`config.mk`:
```
export PLATFORM = sky130hd
export DESIGN_NAME = build_script_tokenizer_unit
export DESIGN_NICKNAME = d
export VERILOG_FILES = /design/src/hdl/bst_pkg.sv /design/src/hdl/bst_scanner.sv /design/src/hdl/build_script_tokenizer_unit.sv
export VERILOG_INCLUDE_DIRS = /design/src /design/src/hdl
export SDC_FILE = /design/constraint.sdc
export NUM_CORES = 1
export LEC_CHECK = 0
export ABC_AREA = 1
export BUFFER_PORTS_ARGS = -buffer_cell sky130_fd_sc_hd__buf_4
export CORE_MARGIN = 4
export CORE_UTILIZATION = 45
export DETAILED_ROUTE_END_ITERATION = 6
export PLACE_DENSITY = 0.68
export RECOVER_POWER = 50
export SETUP_SLACK_MARGIN = 0.4
export SYNTH_ARGS = -nofsm -noshare
export SYNTH_HDL_FRONTEND = slang
export SYNTH_SLANG_ARGS = --single-unit
```
`constraint.sdc`:
```
create_clock -name aclk -period 9.18 [get_ports aclk]
set_input_delay 1.377 -clock aclk [delete_from_list [all_inputs] [get_ports aclk]]
set_output_delay 1.377 -clock aclk [all_outputs]
set_load 0.03 [all_outputs]
```
`src/hdl/build_script_tokenizer_unit_assert.svh`:
```
// Assertion macros shared by the tokenizer RTL.
// BST_ASSERT checks an invariant; BST_ASSERT_IMP checks an implication in the same cycle.
// Both are masked while aresetn is low.
`ifndef BUILD_SCRIPT_TOKENIZER_UNIT_ASSERT_SVH
`define BUILD_SCRIPT_TOKENIZER_UNIT_ASSERT_SVH
`ifndef SYNTHESIS
`define BST_ASSERT(name, cond, msg) \
    name: assert property (@(posedge aclk) disable iff (!aresetn) (cond)) else $error(msg);
`define BST_ASSERT_IMP(name, ante, cons, msg) \
    name: assert property (@(posedge aclk) disable iff (!aresetn) (ante) |-> (cons)) \
        else $error(msg);
`else
`define BST_ASSERT(name, cond, msg)
`define BST_ASSERT_IMP(name, ante, cons, msg)
`endif
`endif

```
`src/hdl/bst_pkg.sv`:
```
`timescale 1ns / 1ps
package bst_pkg;

    localparam int OFF_W  = 20;
    localparam int LINE_W = 16;

    localparam logic [OFF_W-1:0]  OFF_MAX  = '1;
    localparam logic [LINE_W-1:0] LINE_MAX = '1;

    // result queue
    localparam int FIFO_DEPTH = 4;
    localparam int FIFO_AW    = $clog2(FIFO_DEPTH);
    localparam int CNT_W      = $clog2(FIFO_DEPTH + 1);

    // source bytes with a meaning of their own
    localparam logic [7:0] CH_NUL    = 8'h00;
    localparam logic [7:0] CH_TAB    = 8'h09;
    localparam logic [7:0] CH_LF     = 8'h0A;
    localparam logic [7:0] CH_CR     = 8'h0D;
    localparam logic [7:0] CH_SPACE  = 8'h20;
    localparam logic [7:0] CH_QUOTE  = 8'h22;
    localparam logic [7:0] CH_DOLLAR = 8'h24;
    localparam logic [7:0] CH_LPAR   = 8'h28;
    localparam logic [7:0] CH_RPAR   = 8'h29;
    localparam logic [7:0] CH_STAR   = 8'h2A;
    localparam logic [7:0] CH_COLON  = 8'h3A;
    localparam logic [7:0] CH_LT     = 8'h3C;
    localparam logic [7:0] CH_EQ     = 8'h3D;
    localparam logic [7:0] CH_GT     = 8'h3E;
    localparam logic [7:0] CH_QMARK  = 8'h3F;
    localparam logic [7:0] CH_PIPE   = 8'h7C;
    localparam logic [7:0] CH_CTRL_MAX = 8'd30;

    typedef enum logic [2:0] {
        MODE_IDLE   = 3'd0,
        MODE_WS     = 3'd1,
        MODE_IDENT  = 3'd2,
        MODE_COLON  = 3'd3,
        MODE_STRING = 3'd4
    } scan_mode_t;

    typedef enum logic [3:0] {
        KIND_IDENT   = 4'd0,
        KIND_COLON   = 4'd1,
        KIND_ASSIGN  = 4'd2,
        KIND_EQUALS  = 4'd3,
        KIND_DOLLAR  = 4'd4,
        KIND_LPAREN  = 4'd5,
        KIND_RPAREN  = 4'd6,
        KIND_ERROR   = 4'd7,
        KIND_WS      = 4'd8,
        KIND_STRING  = 4'd9,
        KIND_NEWLINE = 4'd10,
        KIND_EOF     = 4'd11
    } tok_kind_t;

    typedef enum logic [1:0] {
        ERR_NONE  = 2'd0,
        ERR_UNEXP = 2'd1,
        ERR_UNTERM = 2'd2
    } err_kind_t;

    typedef struct packed {
        tok_kind_t          kind;
        err_kind_t          err;
        logic [OFF_W-1:0]   start;
        logic [OFF_W-1:0]   len;
        logic [LINE_W-1:0]  line;
        logic               last;
    } tok_t;

    // up to two tokens finished by one source byte
    typedef struct packed {
        logic [1:0]     count;
        tok_t [1:0]     tok;
    } scan_res_t;

    function automatic logic is_name_lead(logic [7:0] b);
        return (b inside {[8'h61:8'h7A], [8'h41:8'h5A], 8'h5F});
    endfunction

    function automatic logic is_name_stop(logic [7:0] b);
        return (b <= CH_CTRL_MAX) ||
               (b inside {CH_LT, CH_GT, CH_COLON, CH_QUOTE, CH_PIPE,
                          CH_QMARK, CH_STAR, CH_LPAR, CH_RPAR});
    endfunction

    function automatic tok_t mk_tok(tok_kind_t k, err_kind_t e, logic [OFF_W-1:0] s,
                                    logic [OFF_W-1:0] l, logic [LINE_W-1:0] ln);
        tok_t t;
        t.kind  = k;
        t.err   = e;
        t.start = s;
        t.len   = l;
        t.line  = ln;
        t.last  = 1'b0;
        return t;
    endfunction

endpackage

```
`src/hdl/bst_scanner.sv`:
```
`timescale 1ns / 1ps
`include "build_script_tokenizer_unit_assert.svh"
module bst_scanner import bst_pkg::*; (
    input  logic        aclk,
    input  logic        aresetn,
    input  logic        step,
    input  logic        step_op,
    input  logic [7:0]  step_byte,
    output scan_res_t   res_o
);

    scan_mode_t         mode_reg, mode_next;
    logic [OFF_W-1:0]   begin_reg, begin_next;
    logic [OFF_W-1:0]   pos_reg, pos_next;
    logic [LINE_W-1:0]  line_reg, line_next;
    logic               ended_reg, ended_next;

    always_comb begin
        logic       end_c;
        logic       do_idle;
        logic       fin_a, err_a, fin_b, err_b;
        tok_kind_t  kind_a, kind_b;
        logic [1:0] n;
        tok_t [1:0] tok;

        mode_next  = mode_reg;
        begin_next = begin_reg;
        pos_next   = pos_reg;
        line_next  = line_reg;
        ended_next = ended_reg;
        do_idle    = 1'b0;
        fin_a      = 1'b0;
        err_a      = 1'b0;
        fin_b      = 1'b0;
        err_b      = 1'b0;
        kind_a     = KIND_EOF;
        kind_b     = KIND_EOF;
        n          = 2'd0;
        tok        = '0;
        end_c      = step_op | (step_byte == CH_NUL);

        if (ended_reg) begin
            begin_next = pos_reg;
            tok[0]     = mk_tok(KIND_EOF, ERR_NONE, pos_reg, '0, line_reg);
            n          = 2'd1;
        end else begin
            // continue or close the open token
            case (mode_reg)
                MODE_WS: begin
                    if (!end_c && (step_byte == CH_SPACE || step_byte == CH_TAB)) begin
                        pos_next = (pos_next == OFF_MAX) ? pos_next : pos_next + 1'b1;
                    end else begin
                        fin_a   = 1'b1;
                        kind_a  = KIND_WS;
                        do_idle = 1'b1;
                    end
                end
                MODE_IDENT: begin
                    if (!end_c && !is_name_stop(step_byte)) begin
                        pos_next = (pos_next == OFF_MAX) ? pos_next : pos_next + 1'b1;
                    end else begin
                        fin_a   = 1'b1;
                        kind_a  = KIND_IDENT;
                        do_idle = 1'b1;
                    end
                end
                MODE_COLON: begin
                    if (!end_c && step_byte == CH_EQ) begin
                        pos_next = (pos_next == OFF_MAX) ? pos_next : pos_next + 1'b1;
                        fin_a    = 1'b1;
                        kind_a   = KIND_ASSIGN;
                    end else begin
                        fin_a   = 1'b1;
                        kind_a  = KIND_COLON;
                        do_idle = 1'b1;
                    end
                end
                MODE_STRING: begin
                    if (end_c) begin
                        err_a   = 1'b1;
                        do_idle = 1'b1;
                    end else begin
                        if (step_byte == CH_LF) begin
                            line_next = (line_next == LINE_MAX) ? line_next : line_next + 1'b1;
                        end
                        pos_next = (pos_next == OFF_MAX) ? pos_next : pos_next + 1'b1;
                        if (step_byte == CH_QUOTE) begin
                            fin_a  = 1'b1;
                            kind_a = KIND_STRING;
                        end
                    end
                end
                default: begin
                    do_idle = 1'b1;
                end
            endcase

            if (err_a) begin
                tok[n[0]]  = mk_tok(KIND_ERROR, ERR_UNTERM, begin_next, '0, line_next);
                n          = n + 2'd1;
                begin_next = pos_next;
            end
            if (fin_a) begin
                tok[n[0]]  = mk_tok(kind_a, ERR_NONE, begin_next, pos_next - begin_next,
                                    line_next);
                n          = n + 2'd1;
                begin_next = pos_next;
                mode_next  = MODE_IDLE;
            end

            // start a new token from this byte
            if (do_idle) begin
                mode_next = MODE_IDLE;
                if (end_c) begin
                    fin_b      = 1'b1;
                    kind_b     = KIND_EOF;
                    ended_next = 1'b1;
                end else begin
                    pos_next = (pos_next == OFF_MAX) ? pos_next : pos_next + 1'b1;
                    case (step_byte)
                        CH_SPACE, CH_TAB: mode_next = MODE_WS;
                        CH_CR:            mode_next = MODE_IDLE;
                        CH_COLON:         mode_next = MODE_COLON;
                        CH_QUOTE:         mode_next = MODE_STRING;
                        CH_EQ: begin
                            fin_b  = 1'b1;
                            kind_b = KIND_EQUALS;
                        end
                        CH_DOLLAR: begin
                            fin_b  = 1'b1;
                            kind_b = KIND_DOLLAR;
                        end
                        CH_LPAR: begin
                            fin_b  = 1'b1;
                            kind_b = KIND_LPAREN;
                        end
                        CH_RPAR: begin
                            fin_b  = 1'b1;
                            kind_b = KIND_RPAREN;
                        end
                        CH_LF: begin
                            line_next = (line_next == LINE_MAX) ? line_next : line_next + 1'b1;
                            fin_b     = 1'b1;
                            kind_b    = KIND_NEWLINE;
                        end
                        default: begin
                            if (is_name_lead(step_byte)) begin
                                mode_next = MODE_IDENT;
                            end else begin
                                err_b = 1'b1;
                            end
                        end
                    endcase
                end
            end

            if (err_b) begin
                tok[n[0]]  = mk_tok(KIND_ERROR, ERR_UNEXP, begin_next, '0, line_next);
                n          = n + 2'd1;
                begin_next = pos_next;
            end
            if (fin_b) begin
                tok[n[0]]  = mk_tok(kind_b, ERR_NONE, begin_next, pos_next - begin_next,
                                    line_next);
                n          = n + 2'd1;
                begin_next = pos_next;
                mode_next  = MODE_IDLE;
            end
        end

        // mark the final token of this byte
        if (n == 2'd2) begin
            tok[1].last = 1'b1;
        end else if (n == 2'd1) begin
            tok[0].last = 1'b1;
        end

        res_o.count = n;
        res_o.tok   = tok;
    end

    always_ff @(posedge aclk) begin
        if (!aresetn) begin
            mode_reg  <= MODE_IDLE;
            begin_reg <= '0;
            pos_reg   <= '0;
            line_reg  <= LINE_W'(1);
            ended_reg <= 1'b0;
        end else if (step) begin
            mode_reg  <= mode_next;
            begin_reg <= begin_next;
            pos_reg   <= pos_next;
            line_reg  <= line_next;
            ended_reg <= ended_next;
        end
    end

    `BST_ASSERT(a_begin_le_pos, begin_reg <= pos_reg, "token start beyond current offset")
    `BST_ASSERT(a_line_nonzero, line_reg != '0, "line count dropped to zero")
    `BST_ASSERT_IMP(a_eof_after_end, step && ended_reg, res_o.count == 2'd1 && res_o.tok[0].kind == KIND_EOF && res_o.tok[0].len == '0, "input after end must give one empty eof")

endmodule

```
`src/hdl/build_script_tokenizer_unit.sv`:
```
`timescale 1ns / 1ps
`include "build_script_tokenizer_unit_assert.svh"
// Build script tokenizer: takes one source byte per request on the s_ side (s_tuser high, or a
// zero byte, marks end of source) and returns finished tokens on the m_ side with kind, error
// code, start offset, length and line. A byte is taken every cycle while the four-entry result
// queue has room for two tokens; the scan is combinational from the input register to
// the queue: a token's closing byte is held in the input register, then the token is written
// into the queue and is valid on the m_ side; a full queue can hold the byte back. A byte can
// close two tokens (for example a whitespace run ended by a newline), and the m_ side drains
// one token per cycle, so the sustained rate is one byte per cycle as long as tokens come out
// no faster than that and m_tready stays high; m_tlast marks the last token of each byte.
// After end of source every further request yields one empty eof token.
module build_script_tokenizer_unit import bst_pkg::*; (
    input  logic        aclk,
    input  logic        aresetn,
    input  logic        s_tvalid,
    output logic        s_tready,
    input  logic [7:0]  s_tdata,   // [7:0] byte_req
    input  logic        s_tuser,   // [0] op
    output logic        m_tvalid,
    input  logic        m_tready,
    output logic [55:0] m_tdata,   // [19:0] start_offset, [39:20] token_length,
                                   // [55:40] line_number
    output logic [5:0]  m_tuser,   // [3:0] token_kind, [5:4] error_kind
    output logic        m_tlast
);

    logic               in_valid_reg;
    logic               in_op_reg;
    logic [7:0]         in_byte_reg;

    tok_t               fifo_reg [FIFO_DEPTH];
    logic [FIFO_AW-1:0] wr_ptr_reg;
    logic [FIFO_AW-1:0] rd_ptr_reg;
    logic [CNT_W-1:0]   count_reg, count_next;

    logic               process;
    logic               pop;
    scan_res_t          scan_res;
    tok_t               head;

    assign process  = in_valid_reg && (count_reg <= CNT_W'(FIFO_DEPTH - 2));
    assign s_tready = !in_valid_reg || process;
    assign pop      = m_tvalid && m_tready;

    bst_scanner u_scanner (
        .aclk      (aclk),
        .aresetn   (aresetn),
        .step      (process),
        .step_op   (in_op_reg),
        .step_byte (in_byte_reg),
        .res_o     (scan_res)
    );

    // input register
    always_ff @(posedge aclk) begin
        if (!aresetn) begin
            in_valid_reg <= 1'b0;
        end else if (s_tready) begin
            in_valid_reg <= s_tvalid;
        end
    end

    always_ff @(posedge aclk) begin
        if (s_tready && s_tvalid) begin
            in_op_reg   <= s_tuser;
            in_byte_reg <= s_tdata;
        end
    end

    // result queue
    always_comb begin
        count_next = count_reg;
        if (process) begin
            count_next = count_next + CNT_W'(scan_res.count);
        end
        if (pop) begin
            count_next = count_next - CNT_W'(1);
        end
    end

    always_ff @(posedge aclk) begin
        if (!aresetn) begin
            wr_ptr_reg <= '0;
            rd_ptr_reg <= '0;
            count_reg  <= '0;
        end else begin
            count_reg <= count_next;
            if (process) begin
                wr_ptr_reg <= wr_ptr_reg + FIFO_AW'(scan_res.count);
            end
            if (pop) begin
                rd_ptr_reg <= rd_ptr_reg + FIFO_AW'(1);
            end
        end
    end

    always_ff @(posedge aclk) begin
        if (process && scan_res.count != 2'd0) begin
            fifo_reg[wr_ptr_reg] <= scan_res.tok[0];
        end
        if (process && scan_res.count == 2'd2) begin
            fifo_reg[wr_ptr_reg + FIFO_AW'(1)] <= scan_res.tok[1];
        end
    end

    assign head     = fifo_reg[rd_ptr_reg];
    assign m_tvalid = (count_reg != '0);
    assign m_tdata  = {head.line, head.len, head.start};
    assign m_tuser  = {head.err, head.kind};
    assign m_tlast  = head.last;

    `BST_ASSERT(a_count_bound, count_reg <= CNT_W'(FIFO_DEPTH), "result queue overflow")
    `BST_ASSERT_IMP(a_room_for_two, process, count_reg + CNT_W'(2) <= CNT_W'(FIFO_DEPTH), "scan step without room for two tokens")

endmodule

```
==> results.json, run 1 <==
{
  "status": "finished, violations left",
  "failed_checks": "design-rule violations, max-capacitance violations, max-slew violations",
  "ys_ff_latch": 331,
  "rsz0062_at_grt": "no",
  "ys.flop_type": "edfxtp_1",
  "drv_slew": 247,
  "setup-violations-final": 0,
  "syn_to_final_growth_pct": 8.60,
  "skew_ns": 0.0334,
  "gp_congestion": 1.03,
  "netlist.area_leader.share": 0.338,
  "synth.distinct_cells": 65,
  "drive_above_1_share": 0.0617,
  "wl_per_cell_um": 21.7,
  "cts.sinks": 331,
  "io_pins": 78,
  "clk_pin_slew_worst_paths_ns": 0.06,
  "io_buffers": 77,
  "post-dp-hpwl_um": 59200,
  "vias_per_cell": 6.08,
  "cts_hold_buffers": 0,
  "cap_violations": 5,
  "max_stage_delay_ns": 0.74,
  "cts-root-buf": "clkbuf_16",
  "syn-num-nets": 3290,
  "cts_setup_buffers": 0,
  "rows": 82,
  "syn_inst": 3226,
  "drc": 2,
  "final_cell_mix": "nand2_1, o21ai_0, nor2_1, inv_1, edfxtp_1",
  "core_area_um2": 50600,
  "period_needed_ns": 8.17,
  "crit_arrival_ns": 8.59,
  "crit_fanout": 23,
  "cts-resized-gates": 0,
  "track_usage": 0.291,
  "syn_area_um2": 23200,
  "max_freq_mhz": 122,
  "clockBufferDepth": 3,
  "vias": 23700,
  "routed_wl_um": 84600,
  "synth_area_per_cell_um2": 7.18,
  "drt-initial-drc-count": 3238,
  "die_w_um": 235,
  "min_path_type": "flop to flop",
  "ys_warn_count": 0,
  "cpMostUsedCell": "nand2_1",
  "fin_area_um2": 25200,
  "hold_viol_final": 0,
  "dpl_cell_area_um2": 24200,
  "largest_register_ffs": 252,
  "die_area_um2": 55200,
  "synth_edf_count": 261,
  "setup-tns-final_ns": 0,
  "powerDensity_nw_per_um2": 262,
  "yosys-top-cells-area": "edfxtp_1, nand2_1, o21ai_0",
  "crit_type": "flop to flop",
  "insertion_delay_ns": 0.58,
  "async_reset_ff_frac": 0,
  "p_leak_nw": 9.90,
  "drtPass1Iterations": 7,
  "grt_pass1_wl_um": 128000,
  "endpoint_kind": "flop",
  "vdd_ir_drop_max_v": 0.000140,
  "worst_pin_slew_ns": 1.80,
  "grt_max_degree": 90,
  "grt_pass1_vias": 21200,
  "antenna_found_initial": 1,
  "ant_nets": 0,
  "finalCritPeriodShare": 0.890,
  "cpMaxStageDelayCell": "xor2_1",
  "final_common_cell": "nand2_1",
  "final_nets": 3260,
  "yosysSeqAreaShare": 0.399,
  "die_height_um": 235,
  "initial_utilization": 0.458,
  "cts_tree": "yes",
  "slew_headroom": -0.203,
  "yosysTopAreaCell": "edfxtp_1",
  "n_antenna_cell": 0,
  "gr-total-overflow": 0,
  "start_kind": "flop",
  "cts_max_level": 2,
  "cts_buffers": 39,
  "required_ns": 9.60
}
kinds of logic after synthesis:
logic type               count (synthesis)  share of synthesized area
XOR/XNOR                                50                     0.0192
flip-flops                             331                      0.399
adder cells (fa/ha/maj)                 51                     0.0282
buffers and inverters                  473                     0.0787
AO/OA/AOI/OAI                          862                      0.205
AND/OR/NAND/NOR                       1458                      0.270
multiplexers                             1                   0.000432
area by class of cell:
cell class / instances / area, um2
clock buffers: 51 / 1080
flip-flops and latches: 331 / 9240
inverters: 290 / 1090
well taps: 672 / 841
repair buffers: 112 / 602
clock inverters: 21 / 206
multi-input cells: 2422 / 12100
fillers: 4949 / 25400
power breakdown:
group          internal, W  total, W  switching, W
Combinational     0.000804   0.00305       0.00225
Clock             0.000899   0.00158      0.000682
Sequential         0.00184   0.00195      0.000105
synth_stat cells, drive strengths merged (8+ instances only):
| cell type | number |
|---|---|
| o211ai | 34 |
| nand3 | 235 |
| o221ai | 13 |
| nor3 | 54 |
| nor4 | 8 |
| xor2 | 42 |
| o21a | 8 |
| nand4 | 34 |
| dfxtp | 70 |
| o21ai | 507 |
| nor2 | 316 |
| a21oi | 186 |
| a211oi | 10 |
| ha | 49 |
| nand2 | 796 |
| or2 | 8 |
| xnor2 | 8 |
| o22ai | 71 |
| clkbuf | 146 |
| buf | 37 |
| edfxtp | 261 |
| inv | 287 |
layer usage:
metal  vias up  track usage  part of all wire
met5         -            0           0.00015
met4         2       0.0909             0.032
met3       185       0.0507              0.11
met2      1398        0.435              0.43
met1     11100        0.431              0.43
li1      11000            -                 -
final timing paths:
| path | to | depth (start not counted) | slack, ns | startpoint |
|---|---|---|---|---|
| max | fifo_reg[0][26] | 32 | 1.01 | in_byte_reg[7] |
| min | flop | 2 | 0.46 | rd_ptr_reg[1] |
| max reg2reg | fifo_reg[0][26] | 32 | 1.01 | in_byte_reg[7] |
| min reg2reg | flop | 2 | 0.46 | rd_ptr_reg[1] |
worst max-delay path: cells and delay by family, from the launching register on:
family	cells	cell delay, ns
AO/OA/AOI/OAI	2	1.15
XOR/XNOR	2	1.16
adder cells (fa/ha/maj)	2	0.82
buffers and inverters	5	0.68
flip-flops	1	0.44
AND/OR/NAND/NOR	21	3.75
stage by stage:
step,utilization,worst slack (ns),instances,hold slack (ns),total power [W]
finish,0.498,1.01,3899,0.463,0.00658
global route,0.498,0.620,3899,0.478,0.00693
CTS,0.504,1.83,3899,0.458,0.00664
detailed placement,0.478,1.85,3827,0.450,0.00507
global placement,0.478,1.96,3827,0.440,0.00502
floorplan,-,0.572,3226,0.436,0.00405
No activity file was read; power rests on OpenSTA's default activity.
==> run 2: changes to the inputs <==
Settings changed: CAP_MARGIN from default to 25, GPL_TIMING_DRIVEN from default to 0, PLACE_DENSITY 0.68 to 0.65.
==> run 2 against run 1 <==
  * First-iteration DRC count rose by 5.5%
  * The run now ends clean
  * Critical endpoint is now fifo_reg[3][57]
  * Combinational power rose by 10%
  * Final cell count rose by 4.3%
  * Setup slack got worse by 0.26 ns
  * Highest routed layer is now met4
  * Critical path depth fell by 8
  * Largest cell class unchanged
==> results.json, run 2 (same netlist as run 1, synthesis figures left out) <==
{
  "status": "complete, no violations",
  "slew_headroom": 0.213,
  "ant_nets": 0,
  "drive_above_1_share": 0.0593,
  "drc": 0,
  "cp-startpoint": "in_byte_reg[4]",
  "die_area_um2": 55200,
  "io_buffers": 77,
  "cts_max_level": 2,
  "rrSetupSlack_ns": 0.75,
  "finalCritPeriodShare": 0.918,
  "cts_hold_buffers": 0,
  "io_pins": 78,
  "clockBufferDepth": 3,
  "drtPass1Iterations": 6,
  "wl_per_cell_um": 26.3,
  "start_kind": "flop",
  "routed_wl_um": 107000,
  "post-dp-hpwl_um": 83300,
  "min_path_type": "flop to flop",
  "cts_setup_buffers": 0,
  "cap_violations": 0,
  "max_stage_delay_ns": 0.77,
  "post-route-util": 0.515,
  "p_leak_nw": 10.2,
  "instances_no_fill": 4065,
  "cts_tree": "yes",
  "r2r-start": "in_byte_reg[4]",
  "cts_buffers": 40,
  "final_common_cell": "nand2_1",
  "total_power_w": 0.00706,
  "clk_pin_slew_worst_paths_ns": 0.06,
  "max_freq_mhz": 119,
  "vias": 25100,
  "skew_ns": 0.0326,
  "die_w_um": 235,
  "endpoint_kind": "flop",
  "finalWorstSetupSlack_ns": 0.751,
  "final_nets": 3424,
  "setup-violations-final": 0,
  "track_usage": 0.369,
  "period_needed_ns": 8.43,
  "final_cell_mix": "nand2_1, o21ai_0, nor2_1, inv_1, edfxtp_1",
  "grt_pass1_vias": 23000,
  "cpMaxStageDelayCell": "clkbuf_1",
  "die_height_um": 235,
  "powerDensity_nw_per_um2": 271,
  "gp_congestion": 1.02,
  "crit_fanout": 21,
  "cts-resized-gates": 0,
  "vias_per_cell": 6.17,
  "drv_slew": 0,
  "largest_register_ffs": 252,
  "hold_viol_final": 0,
  "dp.cells": 3988,
  "antenna_found_initial": 1,
  "cpMostUsedCell": "nor2_1",
  "hold_path_startpoint": "rd_ptr_reg[1]",
  "drt-initial-drc-count": 3416,
  "setup-tns-final_ns": 0,
  "dp_slack_ns": 1.68,
  "rsz0062_at_grt": "no",
  "core_area_um2": 50600,
  "worst_pin_slew_ns": 1.17,
  "path_cells": "inv_1 -> nand2_1 -> nor2_1 -> nand2_1 -> nand3_1 -> nor2_1 -> nand3_4 -> nand3_1 -> nor2_1 -> nand3_1 -> inv_1 -> clkbuf_1 -> ha_1 -> nor2_1 -> clkinv_1 -> nand2_1 -> nor3_1 -> inv_1 -> nor2_2 -> inv_2 -> clkbuf_1 -> o21ai_4 -> buf_16 -> buf_12",
  "syn_to_final_growth_pct": 12.5,
  "cts.sinks": 331,
  "crit_arrival_ns": 8.75,
  "initial_utilization": 0.458,
  "insertion_delay_ns": 0.59,
  "rows": 82,
  "gr-total-overflow": 0,
  "vdd_ir_drop_max_v": 0.000155,
  "required_ns": 9.50,
  "cts-root-buf": "clkbuf_16",
  "grt_pass1_wl_um": 153000,
  "crit_type": "flop to flop",
  "grt_max_degree": 23
}
==> run 2: cell count changes in the layout (fill, tap and decap cells not counted), sizes merged <==
cell	previous run	this run
bufinv	2	9
clkinvlp	4	1
clkbuf	125	279
diode	0	1
clkinv	18	20
buf	38	43
==> run 2: path summary, 6_finish.rpt <==
check             cells after the start         endpoint
hold reg to reg                       2    rd_ptr_reg[1]
hold / removal                        2    rd_ptr_reg[1]
setup reg to reg                     24  fifo_reg[3][57]
setup / recovery                     24  fifo_reg[3][57]
==> run 2: final cells by class <==
class,count,area [um2]
Inverter,290,1090
Multi-Input combinational cell,2422,12100
Timing Repair Buffer,92,624
Sequential cell,331,9240
Clock buffer,47,1040
Clock inverter,27,413
Fill cell,5098,24500
Buffer,183,724
Antenna cell,1,2.50
Tap cell,672,841
==> run 2: metrics by stage <==
stage / hold WS [ns] / instance area [um2]
after floorplan: 0.436 / 23200
after global placement: 0.456 / 24600
after detailed placement: 0.461 / 24900
after CTS: 0.470 / 26400
after global routing: 0.486 / 26100
final: 0.473 / 26100
==> run 2: routing by layer <==
metal | track usage | wire, um
met1 | 0.485 | 41800
met2 | 0.584 | 47400
met3 | 0.0725 | 11400
met4 | 0.185 | 6410
met5 | 0 | 0
==> run 2: worst max-delay path: cells and delay by family (launching register included) <==
kind	cells	cell delay, ns
AOI/OAI and AO/OA	1	0.39
and+or+nand+nor	13	3.66
buffers and inverters	9	3.25
DFF	1	0.45
adders and majority gates	1	0.38
==> run 2: where the power goes <==
| part | internal [W] | total (W) | switching, W |
|---|---|---|---|
| Sequential | 0.00184 | 0.00192 | 0.0000765 |
| Clock | 0.00107 | 0.00177 | 0.000700 |
| Combinational | 0.000836 | 0.00337 | 0.00254 |
| Total | 0.00375 | 0.00706 | 0.00331 |
